File: config.mk
export PLATFORM = sky130hd
export DESIGN_NAME = crp_ctrl
export DESIGN_NICKNAME = d
export VERILOG_FILES = /design/src/design/crp_pkg.sv /design/src/design/crp_ctrl.sv
export SDC_FILE = /design/constraint.sdc
export NUM_CORES = 1
export LEC_CHECK = 0
export ABC_AREA = 1
export BUFFER_PORTS_ARGS = -buffer_cell sky130_fd_sc_hd__buf_4
export CAP_MARGIN = 10
export CORE_MARGIN = 2
export CORE_UTILIZATION = 26
export CTS_BUF_LIST = sky130_fd_sc_hd__clkbuf_8
export DETAILED_ROUTE_END_ITERATION = 6
export PLACE_DENSITY_LB_ADDON = 0.1
export SLEW_MARGIN = 5
export SYNTH_ARGS = -nofsm -noshare
export SYNTH_HDL_FRONTEND = slang
export SYNTH_SLANG_ARGS = --single-unit
File: constraint.sdc
create_clock -name i_clk -period 2.3 [get_ports i_clk]
set_clock_uncertainty 0.1 [all_clocks]
set_input_delay 0.115 -clock i_clk [delete_from_list [all_inputs] [get_ports i_clk]]
set_output_delay 0.115 -clock i_clk [all_outputs]
set_load 0.005 [all_outputs]
File: src/design/crp_pkg.sv
// ----------------------------------------------------------------------------
// crp_pkg
// Types and constants shared by the completion ring purge block: field widths,
// operation codes, register map, controller states and the controller/datapath
// command and status bundles.
// ----------------------------------------------------------------------------
package crp_pkg;

    localparam int OP_W      = 2;
    localparam int SLOT_W    = 8;
    localparam int PAIR_W    = 24;
    localparam int TAG_W     = 32;
    localparam int DATA_W    = PAIR_W + TAG_W;
    localparam int FREED_W   = 8;
    localparam int POS_W     = 32;
    localparam int LOG_W     = 4;
    localparam int APB_DW    = 32;
    localparam int CFG_ADDR_W = 3;

    localparam logic [OP_W-1:0] OP_POST  = 2'd0;
    localparam logic [OP_W-1:0] OP_POLL  = 2'd1;
    localparam logic [OP_W-1:0] OP_CLEAN = 2'd2;

    // register index taken from paddr[2]
    localparam logic REG_RING_LOG_SIZE = 1'b0;
    localparam logic [LOG_W-1:0] LOG_SIZE_RESET = 4'd8;

    typedef enum logic [3:0] {
        S_CLEAR,
        S_IDLE,
        S_POLL_RD,
        S_POLL_CHK,
        S_SCAN_RD,
        S_SCAN_CHK,
        S_SWEEP_RD,
        S_SWEEP_CHK,
        S_RELEASE,
        S_DONE
    } t_state;

    typedef struct packed {
        logic clr_wr;
        logic op_load;
        logic post_wr;
        logic rd_cons;
        logic poll_take;
        logic scan_rd;
        logic span_inc;
        logic sweep_init;
        logic sweep_rd;
        logic sweep_step;
        logic rel_wr;
        logic res_load;
    } t_dp_cmd;

    typedef struct packed {
        logic clr_last;
        logic owner_hw;
        logic span_at_mask;
        logic span_zero;
        logic pair_match;
        logic k_last;
        logic freed_zero;
        logic rel_last;
        logic out_free;
    } t_dp_sts;

endpackage

File: src/design/crp_ctrl.sv
// ----------------------------------------------------------------------------
// crp_ctrl
// Sequencer for the completion ring: clearing pass, post, poll, and the
// clean operation (forward producer scan, backward sweep, slot release).
// ----------------------------------------------------------------------------
module crp_ctrl (
    input  logic                     i_clk,
    input  logic                     i_rst_n,
    input  logic                     i_valid,
    output logic                     o_ready,
    input  logic [crp_pkg::OP_W-1:0] i_operation,
    input  crp_pkg::t_dp_sts         i_sts,
    output crp_pkg::t_dp_cmd         o_cmd
);
    import crp_pkg::*;

    t_state r_state;
    t_state n_state;

    always_ff @(posedge i_clk) begin
        if (!i_rst_n) begin
            r_state <= S_CLEAR;
        end else begin
            r_state <= n_state;
        end
    end

    always_comb begin
        n_state = r_state;
        o_cmd   = '0;
        o_ready = 1'b0;
        unique case (r_state)
            S_CLEAR: begin
                o_cmd.clr_wr = 1'b1;
                if (i_sts.clr_last) begin
                    n_state = S_IDLE;
                end
            end
            S_IDLE: begin
                o_ready = 1'b1;
                if (i_valid) begin
                    o_cmd.op_load = 1'b1;
                    unique case (i_operation)
                        OP_POST: begin
                            o_cmd.post_wr = 1'b1;
                            n_state       = S_DONE;
                        end
                        OP_POLL:  n_state = S_POLL_RD;
                        OP_CLEAN: n_state = S_SCAN_RD;
                        default:  n_state = S_DONE;
                    endcase
                end
            end
            S_POLL_RD: begin
                o_cmd.rd_cons = 1'b1;
                n_state       = S_POLL_CHK;
            end
            S_POLL_CHK: begin
                o_cmd.poll_take = !i_sts.owner_hw;
                n_state         = S_DONE;
            end
            S_SCAN_RD: begin
                o_cmd.scan_rd = 1'b1;
                n_state       = S_SCAN_CHK;
            end
            S_SCAN_CHK: begin
                if (i_sts.owner_hw || i_sts.span_at_mask) begin
                    if (i_sts.span_zero) begin
                        n_state = S_DONE;
                    end else begin
                        o_cmd.sweep_init = 1'b1;
                        n_state          = S_SWEEP_RD;
                    end
                end else begin
                    o_cmd.span_inc = 1'b1;
                    n_state        = S_SCAN_RD;
                end
            end
            S_SWEEP_RD: begin
                o_cmd.sweep_rd = 1'b1;
                n_state        = S_SWEEP_CHK;
            end
            S_SWEEP_CHK: begin
                o_cmd.sweep_step = 1'b1;
                if (!i_sts.k_last) begin
                    n_state = S_SWEEP_RD;
                end else if (i_sts.freed_zero && !i_sts.pair_match) begin
                    n_state = S_DONE;
                end else begin
                    n_state = S_RELEASE;
                end
            end
            S_RELEASE: begin
                o_cmd.rel_wr = 1'b1;
                if (i_sts.rel_last) begin
                    n_state = S_DONE;
                end
            end
            S_DONE: begin
                if (i_sts.out_free) begin
                    o_cmd.res_load = 1'b1;
                    n_state        = S_IDLE;
                end
            end
            default: n_state = S_IDLE;
        endcase
    end

endmodule

**After elaboration in Yosys (flattened, before gate mapping)**

Cells that the tools add are included.

- Output and inout bits: 13
- Flip-flop bits (word level): 4

- Reduce and logical (&&, ||, !) cells: 7
- Equal/unequal tests: 15
- Multiplexer cells: 27

Operators by type and width:

| kind | count |
|---|---|
| one-hot mux 4 bit (10 select lines) | 1 |
| two-way mux 4 bit | 7 |
| equality test 4 x 3 -> 1 bit (second input constant) | 4 |
| two-way mux 1 bit | 15 |
| equality test 4 x 2 -> 1 bit (second input constant) | 2 |
| equality test 4 bit (second input constant) | 2 |
| != test 2 bit (second input constant) | 4 |
| one-hot mux 4 bit (2 select lines) | 1 |
| two-way mux 2 bit | 3 |
| equality test 4 x 1 -> 1 bit (second input constant) | 1 |
| zero test 4 bit | 1 |
| AND reduction 4 bit | 1 |
| equality test 2 x 1 -> 1 bit (second input constant) | 1 |
| equality test 2 bit (second input constant) | 1 |
| zero test 1 bit | 2 |
| zero test 2 bit | 1 |
| logical AND 1 bit | 1 |
| logical OR 1 bit | 1 |

**Depth between registers and ports, before layout**

- Depth after elaboration: 5
- Depth in mapped cells: 9

**Worst setup path before layout**

Ideal clock, no wire load.

- Path type: flip-flop to flip-flop
- Start: register r_state[1]
- End: register r_state[0]
- Path buffers: 0
- Path slack: 1.078 ns
- Stages on the path, launching flop included: 8
- Arrival time: 1.010 ns
- Library setup time: 0.112 ns
- Cells stage by stage: dfxtp_1 -> nor2_2 -> nand2_1 -> xor2_1 -> inv_1 -> nand2_1 -> nor2_1 -> nor2_1

- Cells in the longest elaborated chain, start to end: 3
- Elaborated cells on any way between the ends: 16
- Classes of those cells: eq/ne: 13; mux: 1; reduce/logical: 2

Ends and longest elaborated chain:

| item | line | source |
|---|---|---|
| from (decl) | crp_ctrl.sv:17 | `t_state r_state;` |
| from (signal assigned) | crp_ctrl.sv:24 | `r_state <= n_state;` |
| equality test 4 bit, or another cell as far along | crp_ctrl.sv:32 | `unique case (r_state)` |
| != test 2 bit (no line) | -- |  |
| AND reduction 4 bit (no line) | -- |  |

Several ways; a longest one is shown, not always the timed one.
A chain may end at the register's enable or synchronous reset.

==> results.toml <==
[layout]
fin_cells = 154
drive_gt1_share_pct = 33.86
nFillCells = 207
seqCellArea_um2 = 80.08
antenna-diode-count = 0
syn2layout_area_growth_pct = 50.82
reg_top3 = "r_state x4"
multi_input_area_um2 = 361.6
largest_register = "r_state"
largest_register_ffs = 4
fin_nets = 146

[grt]
grt_usage_pct = 11.82
grt_max_degree = 9
gr-usage-met3_pct = 4.601
top_usage_layer = "met2"
grt_use_met2_pct = 15.77
antenna_found_initial = 0
grt_pass1_vias = 521
grt_pass1_wl_mm = 2.132
grt-ovfl-total = 0
grt_util_met1_pct = 15.10

[drt]
first_pass_iters = 4
first_iter_violations = 4
vias_per_cell = 4.058
route.detailed.wl_per_inst_um = 8.896
drcViolationCount = 0
vias = 625
drt-total-wl_mm = 1.370
ant_nets = 0

[clock_tree]
cts_max_level = 1
postCtsHoldBufs = 0
cts.clk_slew.worst_paths_ps = 30
cts_inserted_buffers = 3
cts_resized = 0
cts.root.buffer_cell = "clkbuf_8"
clock-sinks = 4
cts_tree = "done"
clkLatencyLatePin_ps = 220
postCtsSetupBuffers = 0
cts_buffer_depth = 2

[setup_path]
worstSetupPathType = "reg -> out"
max_stage_delay_ps = 350
critPathRequiredTime_ps = 2090
critPathLaunchType = "flip-flop"
crit_start = "r_state[2]"
path_cells = "nor2_2 -> nand2_1 -> nor2_1 -> buf_4"
r2r_start = "r_state[1]"
critical_path_peak_fanout = 6
critical_path_arrival_ps = 1220
critPathSlowestCell = "dfxtp_1"
end_kind = "output port"

[placement]
dpl.cell_count = 151
routabilityCongestion = 0.7987
numPortBuffers = 26
dp_slack_ps = 926.8
dp_hpwl_mm = 1.158

[power]
leakagePower_nw = 0.4916
power_density_mw_per_mm2 = 670.2
ir_drop_v = 0.0004108

[floorplanning]
die-area_mm2 = 0.002423
start_util_pct = 27.38
row_count = 16
die_width_um = 49.23
ios = 27
core-area_mm2 = 0.001942
die_h_um = 49.23

[sta]
slew_violations = 0
rsz0062_at_grt = "no"
worst_slew_pin_slew_ps = 271.9
hold_violations = 0
timing.hold.ws_ps = 54.17
finalCritPeriodShare_pct = 62.25
period_needed_ps = 1432
max_slew_margin_pct = 81.85
setup_tns_ps = 0
finalSetupViolCount = 0
max_freq_mhz = 698.5
layout_setup_ws_ps = 868.3

[logic_synthesis]
netlist_top_cells_count = "nand2_1 (25), inv_1 (19), nor2_1 (16)"
ys_seq_area_share_pct = 15.06
synth_top_area_share_pct = 17.65
yosysWarnings = 0
synth_cell_type_count = 16
synth-seq-cells = 4
post_synth.cell_area_avg_um2 = 5.426
yosys_most_used_dff = "dfxtp_1"
syn-instance-count = 98
yosysMostFrequentCell = "nand2_1"
synth-edff-count = 0
synth-async-reset-ratio_pct = 0
synth_area_leaders = "nand2_1 (18%), dfxtp_1 (15%), inv_1 (13%)"
yosys.area.top_type = "nand2_1"
synth_nets = 115
syn-cell-area_um2 = 531.8

[min_path]
holdCritStartpoint = "i_rst_n"
worstHoldPathType = "in -> reg"

[job]
drv_cap = 0

[status]
status = "finished clean"
-- per-layer routing --
| metal | part of all wire (%) | up-vias |
|---|---|---|
| li1 | - | 352 |
| met1 | 46 | 243 |
| met2 | 43 | 25 |
| met3 | 7.8 | 5 |
| met4 | 2.9 | 0 |
| met5 | 0 | - |
-- worst max-delay path, delay by kind of cell (launching register included) --
family | cells | cell delay [ps]
simple gates | 3 | 530
buf+inv | 1 | 110
flops | 1 | 350
-- layout make-up --
class / instances / area share, %
multi-input cells: 70 / 45.09
repair buffers: 26 / 24.34
inverters: 24 / 11.23
flip-flops and latches: 4 / 9.984
clock buffers: 3 / 5.148
well taps: 27 / 4.212
-- cells by family after synthesis --
logic type               Yosys count  share of synthesized area, %
AO/OA/AOI/OAI                      4                         3.763
XOR/XNOR                           1                         1.647
adder cells (fa/ha/maj)            3                         7.060
buffers and inverters             24                         16.94
flip-flops                         4                         15.06
AND/OR/NAND/NOR                   62                         55.53
-- through the flow --
stage               utilization (%)  power [W]  instance area (um2)
floorplan                         -  0.0002929                531.8
global placement              39.18  0.0003989                760.7
detailed placement            39.18  0.0003947                760.7
CTS                           41.30  0.0005472                802.0
global route                  41.30  0.0005891                802.0
finish                        41.30  0.0005375                802.0
-- placed cells by master, fill, tap and decap left out, drive strengths merged, types with 3 or more instances in the layout --
cell type  instances
nand3             12
inv               24
nor2              22
dfxtp              4
buf               26
clkbuf             3
nand2             26
ha                 3
-- worst paths after layout --
kind                endpoint  slack [ps]  depth (start not counted)
setup / recovery   o_cmd[10]         870                          4
setup reg to reg  r_state[0]         930                          7
hold reg to reg   r_state[3]         480                          2
hold / removal    r_state[2]          50                          3
-- power by group --
| part | switching (W) | internal [W] |
|---|---|---|
| clock network | 0.0000356 | 0.000111 |
| logic | 0.000170 | 0.000117 |
| registers | 0.0000196 | 0.0000834 |
Power figures use the tool's default switching activity.
